--- src/cobs_frame_decoder_macros.svh ---
// assertion macros for the cobs frame decoder
// needs clk, and for CFD_ASSERT also rst_n, in the scope where a macro is used
`ifndef COBS_FRAME_DECODER_MACROS_SVH
`define COBS_FRAME_DECODER_MACROS_SVH

// checked only while out of reset
`define CFD_ASSERT(label, prop, msg) \
    label: assert property (@(posedge clk) disable iff (!rst_n) prop) else $error(msg);

// checked at every edge, reset included
`define CFD_ASSERT_ALWAYS(label, prop, msg) \
    label: assert property (@(posedge clk) prop) else $error(msg);

`endif

--- src/cfd_pkg.sv ---
// shared constants and types for the cobs frame decoder
// no dependencies
package cfd_pkg;

    localparam logic [7:0]  CODE_FULL      = 8'hFF;
    localparam logic [15:0] CAPACITY_RESET = 16'hFFFF;

    // frame status codes
    localparam logic [1:0] ERR_NONE      = 2'd0;
    localparam logic [1:0] ERR_MALFORMED = 2'd1;
    localparam logic [1:0] ERR_CAPACITY  = 2'd2;

    // one result word
    typedef struct packed {
        logic        frame_end;
        logic        byte_valid;
        logic [1:0]  status;
        logic [15:0] out_length;
        logic [7:0]  out_byte;
    } result_t;

endpackage

--- src/cobs_frame_decoder.sv ---
// cobs frame decoder top level: byte-stream decode, error latch, output skid buffer
// depends on cfd_pkg and cobs_frame_decoder_macros.svh
//
// channel   | dir | tdata                                   | tuser      | tlast
// ----------+-----+-----------------------------------------+------------+-----------
// s_axis    | in  | [7:0] in_byte                           | -          | in_last
// m_axis    | out | [7:0] out_byte [9:8] status             | byte_valid | frame_end
//           |     | [25:10] out_length [31:26] zero         |            |
// cfg       | in  | cfg_wdata = capacity, taken when cfg_we | -          | -
//
// one encoded byte per cycle while s_axis_tready is high: the decode is a single
// pass from the frame state registers and the input word into the result register
// each result is registered, into the result register or, while that is held, the skid entry
// rst_n is asynchronous: frame state cleared, capacity back to 65535
// a two-entry output buffer (result plus skid) keeps s_axis_tready registered;
// it drops only once both entries hold words
// bytes that make no result (swallowed or code with no restored zero) cost no output slot

module cobs_frame_decoder
    import cfd_pkg::*;
(
    input  logic        clk,
    input  logic        rst_n,

    input  logic        s_axis_tvalid,
    output logic        s_axis_tready,
    input  logic [7:0]  s_axis_tdata,   // [7:0] in_byte
    input  logic        s_axis_tlast,   // in_last

    output logic        m_axis_tvalid,
    input  logic        m_axis_tready,
    output logic [31:0] m_axis_tdata,   // [7:0] out_byte, [9:8] status, [25:10] out_length
    output logic        m_axis_tuser,   // byte_valid
    output logic        m_axis_tlast,   // frame_end

    input  logic        cfg_we,
    input  logic [15:0] cfg_wdata       // capacity
);

    // configuration
    logic [15:0] capacity_reg;

    // frame state
    logic [7:0]  bytes_left_reg,       bytes_left_next;
    logic        prev_code_full_reg,   prev_code_full_next;
    logic        in_frame_reg,         in_frame_next;
    logic [15:0] decoded_count_reg,    decoded_count_next;
    logic [1:0]  error_code_reg,       error_code_next;
    logic        capacity_pending_reg, capacity_pending_next;

    // output buffer
    logic    out_valid_reg,  out_valid_next;
    logic    skid_valid_reg, skid_valid_next;
    result_t out_reg,        out_next;
    result_t skid_reg,       skid_next;

    logic    in_accept;
    logic    out_take;
    logic    res_valid;
    result_t res;

    // per-byte scratch
    logic        emit;
    logic [7:0]  emit_byte;
    logic [7:0]  left_dec;
    logic        zero_due;

    assign in_accept     = s_axis_tvalid && s_axis_tready;
    assign out_take      = m_axis_tvalid && m_axis_tready;
    assign s_axis_tready = !skid_valid_reg;

    // decode one byte against the frame state
    always_comb
    begin
        bytes_left_next       = bytes_left_reg;
        prev_code_full_next   = prev_code_full_reg;
        in_frame_next         = in_frame_reg;
        decoded_count_next    = decoded_count_reg;
        error_code_next       = error_code_reg;
        capacity_pending_next = capacity_pending_reg;
        emit                  = 1'b0;
        emit_byte             = 8'd0;
        left_dec              = bytes_left_reg - 8'd1;
        zero_due              = in_frame_reg && !prev_code_full_reg;
        res                   = '0;
        res_valid             = 1'b0;

        if (in_accept)
        begin
            if (error_code_reg == ERR_NONE)
            begin
                if (bytes_left_reg == 8'd0)
                begin
                    // code byte, maybe preceded by the restored zero
                    if (zero_due)
                    begin
                        if (decoded_count_reg >= capacity_reg)
                        begin
                            error_code_next = ERR_CAPACITY;
                        end
                        else
                        begin
                            emit               = 1'b1;
                            decoded_count_next = decoded_count_reg + 16'd1;
                        end
                    end
                    if (error_code_next == ERR_NONE)
                    begin
                        if (s_axis_tdata == 8'd0)
                        begin
                            error_code_next = ERR_MALFORMED;
                        end
                        else
                        begin
                            in_frame_next       = 1'b1;
                            bytes_left_next     = s_axis_tdata - 8'd1;
                            prev_code_full_next = (s_axis_tdata == CODE_FULL);
                            if (s_axis_tlast && s_axis_tdata != 8'd1)
                            begin
                                error_code_next = ERR_MALFORMED;
                            end
                        end
                    end
                end
                else
                begin
                    // data byte
                    if (!capacity_pending_reg && decoded_count_reg < capacity_reg)
                    begin
                        emit               = 1'b1;
                        emit_byte          = s_axis_tdata;
                        decoded_count_next = decoded_count_reg + 16'd1;
                    end
                    else
                    begin
                        capacity_pending_next = 1'b1;
                    end
                    bytes_left_next = left_dec;
                    if (s_axis_tlast && left_dec != 8'd0)
                    begin
                        error_code_next = ERR_MALFORMED;
                    end
                    else if (left_dec == 8'd0 && capacity_pending_next)
                    begin
                        error_code_next = ERR_CAPACITY;
                    end
                end
            end

            res_valid      = emit || s_axis_tlast;
            res.out_byte   = emit_byte;
            res.byte_valid = emit;
            res.frame_end  = s_axis_tlast;
            res.status     = s_axis_tlast ? error_code_next : ERR_NONE;
            res.out_length = (s_axis_tlast && error_code_next == ERR_NONE)
                             ? decoded_count_next : 16'd0;

            // frame over: back to a clean start
            if (s_axis_tlast)
            begin
                bytes_left_next       = 8'd0;
                prev_code_full_next   = 1'b0;
                in_frame_next         = 1'b0;
                decoded_count_next    = 16'd0;
                error_code_next       = ERR_NONE;
                capacity_pending_next = 1'b0;
            end
        end
    end

    // result register with skid entry behind it
    always_comb
    begin
        out_valid_next  = out_valid_reg;
        skid_valid_next = skid_valid_reg;
        out_next        = out_reg;
        skid_next       = skid_reg;

        if (out_take)
        begin
            if (skid_valid_reg)
            begin
                out_next        = skid_reg;
                skid_valid_next = 1'b0;
            end
            else
            begin
                out_valid_next = res_valid;
                out_next       = res;
            end
        end
        else if (res_valid)
        begin
            if (!out_valid_reg)
            begin
                out_valid_next = 1'b1;
                out_next       = res;
            end
            else
            begin
                skid_valid_next = 1'b1;
                skid_next       = res;
            end
        end
    end

    always_ff @(posedge clk or negedge rst_n)
    begin
        if (!rst_n)
        begin
            capacity_reg         <= CAPACITY_RESET;
            bytes_left_reg       <= 8'd0;
            prev_code_full_reg   <= 1'b0;
            in_frame_reg         <= 1'b0;
            decoded_count_reg    <= 16'd0;
            error_code_reg       <= ERR_NONE;
            capacity_pending_reg <= 1'b0;
            out_valid_reg        <= 1'b0;
            skid_valid_reg       <= 1'b0;
        end
        else
        begin
            if (cfg_we)
            begin
                capacity_reg <= cfg_wdata;
            end
            bytes_left_reg       <= bytes_left_next;
            prev_code_full_reg   <= prev_code_full_next;
            in_frame_reg         <= in_frame_next;
            decoded_count_reg    <= decoded_count_next;
            error_code_reg       <= error_code_next;
            capacity_pending_reg <= capacity_pending_next;
            out_valid_reg        <= out_valid_next;
            skid_valid_reg       <= skid_valid_next;
        end
    end

    // payload, no reset needed
    always_ff @(posedge clk)
    begin
        out_reg  <= out_next;
        skid_reg <= skid_next;
    end

    assign m_axis_tvalid = out_valid_reg;
    assign m_axis_tdata  = {6'd0, out_reg.out_length, out_reg.status, out_reg.out_byte};
    assign m_axis_tuser  = out_reg.byte_valid;
    assign m_axis_tlast  = out_reg.frame_end;

    `include "cobs_frame_decoder_macros.svh"

    // skid entry only ever fills behind a held result
    `CFD_ASSERT_ALWAYS(a_skid_behind_out, skid_valid_reg |-> out_valid_reg, "skid word without result word")
    // a reported length only on a clean frame end
    `CFD_ASSERT(a_length_clean_end, (m_axis_tvalid && m_axis_tdata[25:10] != 16'd0) |-> (m_axis_tlast && m_axis_tdata[9:8] == ERR_NONE), "length on non-final or failed word")
    // no byte flagged means a zero byte field
    `CFD_ASSERT(a_idle_byte_zero, (m_axis_tvalid && !m_axis_tuser) |-> (m_axis_tdata[7:0] == 8'd0), "stray data without byte_valid")
    // last byte of a frame leaves a clean frame state
    `CFD_ASSERT(a_frame_cleared, (in_accept && s_axis_tlast) |=> (!in_frame_reg && error_code_reg == ERR_NONE && decoded_count_reg == 16'd0 && bytes_left_reg == 8'd0), "frame state not cleared at frame end")

endmodule

--- config.mk ---
export PLATFORM = sky130hd
export DESIGN_NAME = cobs_frame_decoder
export DESIGN_NICKNAME = d
export VERILOG_FILES = /design/src/cfd_pkg.sv /design/src/cobs_frame_decoder.sv
export VERILOG_INCLUDE_DIRS = /design/src /design/src/src
export SDC_FILE = /design/constraint.sdc
export NUM_CORES = 1
export LEC_CHECK = 0
export BUFFER_PORTS_ARGS = -buffer_cell sky130_fd_sc_hd__buf_2
export CORE_MARGIN = 10
export CORE_UTILIZATION = 35
export CTS_CLUSTER_DIAMETER = 30
export DETAILED_ROUTE_END_ITERATION = 6
export MAX_ROUTING_LAYER = met4
export SKIP_LAST_GASP = 1
export SYNTH_ARGS = -nofsm -noshare
export SYNTH_HDL_FRONTEND = slang
export SYNTH_SLANG_ARGS = --single-unit
--- constraint.sdc ---
create_clock -name clk -period 6.65 [get_ports clk]
set_input_delay 0.665 -clock clk [delete_from_list [all_inputs] [get_ports clk]]
set_output_delay 0.665 -clock clk [all_outputs]
set_load 0.05 [all_outputs]
==> metrics.txt <==
CTS max path bufs 2; share of the clock period used by the worst path 61.0%; core box area between 15000 and 20000 µm²; total of cells resized after clock tree synthesis 0; Cell Chain, Critical Path inv_1 > ha_1 > or4b_4 > or4_4 > a21oi_2 > o2111ai_4 > nor2_2 > o21ai_0 > nor3b_2 > buf_4; Die Span X 147 µm; CTS tree built; final estimated routing congestion in global placement 0.894; Synth Cell Area ~5600 µm²; Data required, critical path 6.65 ns; Met1 Wirelength 6260 µm; Peak Freq 0.246 GHz; remaining antenna violation count after routing 0; final slew viol count 0; clock latency on the worst-skew pair 0.34 ns; Yosys cell types 65; Setup Fix Bufs, Post-CTS 0; Top Ports 66; final wirelength 12900 µm; worst path arrival time about 4.1 ns; highest-delay cell along the critical path or4b_4; Clk Tree Root Cell clkbuf_16; number of buffers added by the clock tree synthesis step 9; DIE HEIGHT 147 µm; wire per inst 15.6 µm; measured slew at the worst slew-check pin 1.06 ns; setup TNS after final layout 0 ns; most area-hungry cell type in the Yosys netlist edfxtp_1; Crit. End Element register; starting utilization of the core area 35.5%; unrepaired setup endpoints after global routing no; clock slew at the register clock pins of the worst setup and hold paths 0.07 ns; post-synthesis sequential element count 103; routed length on met2 a little under 6000 µm; DRC Markers 0; number of setup violations in the final report 0; max-slew headroom at the worst pin 29.3%; max-cap violations 0; yosys synthesis warning count 0; share of final-layout standard cells stronger than drive strength 1 19.3%; Port-buffer cells 59; peak fanout along the critical path 28; via density per instance approximately 5; antenna violations before repair 0; leakage power summed over all cells about 2.5 nW; vias in the first global route about 4200; total power divided by cell area 383 nW/µm²; via count 4143; area share of the largest cell type after synthesis 30.0%; delay of the slowest cell on the worst path 0.52 ns; Layout area overhead 13.8%; layout net count 659; count of inserted antenna diode cells 0; Mean Syn Cell Area 10.1 µm²; maximum number of pins on one net before global-route repair 48; violation count after the first detailed-route iteration 345; leading cell type by number of instances after synthesis nand2_1; htree depth 3; WHS between 0.4 and 0.5 ns; worst setup path class register to register; post-cts hold buffer count 0; Top Metal Used met4; overall overflow remaining after global route 0; site row count 46; final hold viol count 0; total routing usage reported by global routing 12.4%; number of flip-flops in the largest register 28; leading cell types by count after synthesis nand2_1, edfxtp_1, o21ai_0, nor2_1, dfrtp_1; Mapped Cells 557; post-layout minimum cycle time 4.06 ns; Design Power 2.44 mW; class of the tightest hold or removal check primary input to asynchronous set/reset pin; part of the Yosys area used for sequential elements approximately half; worst clock skew 0.00918 ns; ys async rst share about 46%; synth top area cells edfxtp_1, dfrtp_1, dfstp_2, nand2_1, ha_1; half-perimeter wire length after detailed placement 9580 µm; DR WL met3 about 620 µm; first drt pass iteration count 4; VDD IR-drop max 0.160 mV; type of origin of the critical path register; Post-synth top flop edfxtp_1; number of enable flip-flop cells after synthesis 56; wire length of the first global-routing pass approximately 22000 µm; result of the run completed; clock tree sinks 103; Die ar. around 21000 µm²
-- per-layer routing --
| layer | vias to the layer above | global-route usage [%] |
|---|---|---|
| met5 | - | - |
| met4 | 0 | 3.80 |
| met3 | 8 | 2.56 |
| met2 | 118 | 19.0 |
| met1 | 1949 | 16.2 |
| li1 | 2068 | - |
-- worst paths after layout --
| path | slack [ns] | cells after the start | to | from |
|---|---|---|---|---|
| min | 0.43 | 2 | decoded_count_reg[11]$_DFFE_PN0P_ | rst_n |
| min in group clk | 0.50 | 1 | in_frame_reg$_DFFE_PN0P_ | in_frame_reg$_DFFE_PN0P_ |
| max in group asynchronous | 5.81 | 2 | decoded_count_reg[0]$_DFFE_PN0P_ | rst_n |
| min reg2reg | 0.50 | 1 | in_frame_reg$_DFFE_PN0P_ | in_frame_reg$_DFFE_PN0P_ |
| max | 2.59 | 10 | skid_reg[13]$_DFFE_PP_ | bytes_left_reg[1]$_DFFE_PN0P_ |
| max reg2reg | 2.59 | 10 | skid_reg[13]$_DFFE_PP_ | bytes_left_reg[1]$_DFFE_PN0P_ |
-- report_power, final --
part | switching [mW] | internal, mW
combinational | 0.712 | 0.269
sequential | 0.0964 | 0.848
clock | 0.228 | 0.290
total | 1.04 | 1.41
-- cell families (layout without fill, tap and decap cells) --
logic type,count (synthesis),count (layout),share of synthesized area [%]
AOI/OAI and AO/OA,117,117,12.7
xor gates and xnor gates,21,21,3.28
adders and majority gates,22,22,4.91
buffers and inverters,58,108,4.50
DFF,103,103,51.3
muxes,17,17,3.05
other,1,6,0.0668
and+or+nand+nor,218,218,20.2
-- critical path: cells and delay by family (launching register included) --
kind                       cells  cell delay, ns
AOI/OAI and AO/OA              3            0.80
DFF                            1            0.42
adders and majority gates      1            0.31
buffers and inverters          2            0.48
and+or+nand+nor                4            1.69
-- final cells by class --
class | instances | area [µm²]
fill | 1561 | 9440
sequential | 103 | 2880
multi-input combinational | 401 | 2510
timing repair buffer | 64 | 333
tap | 216 | 270
clock buffer | 10 | 229
inverter | 28 | 105
clock inverter | 6 | 60.1
-- per-stage QoR --
stage | setup WS [ns] | utilization [%] | instance area (µm²) | instances
after floorplan | 1.57 | - | 5630 | 562
after global placement | 2.79 | 38.5 | 6090 | 812
after detailed placement | 2.63 | 38.5 | 6090 | 812
after CTS | 2.62 | 40.3 | 6380 | 828
after global routing | 2.33 | 40.3 | 6380 | 828
final | 2.59 | 40.3 | 6380 | 828
-- layout by cell type (no fill, tap or decap), drive strengths merged, types with 17 or more instances in the layout --
cell type / netlist / layout
o21ai: 62 / 62
inv: 28 / 29
nor2: 41 / 41
nand2: 82 / 82
edfxtp: 56 / 56
xnor2: 17 / 17
nand3: 17 / 17
dfrtp: 31 / 31
nor3: 33 / 33
ha: 22 / 22
buf: 11 / 64
Note: power is estimated with default switching activity, not from simulation.
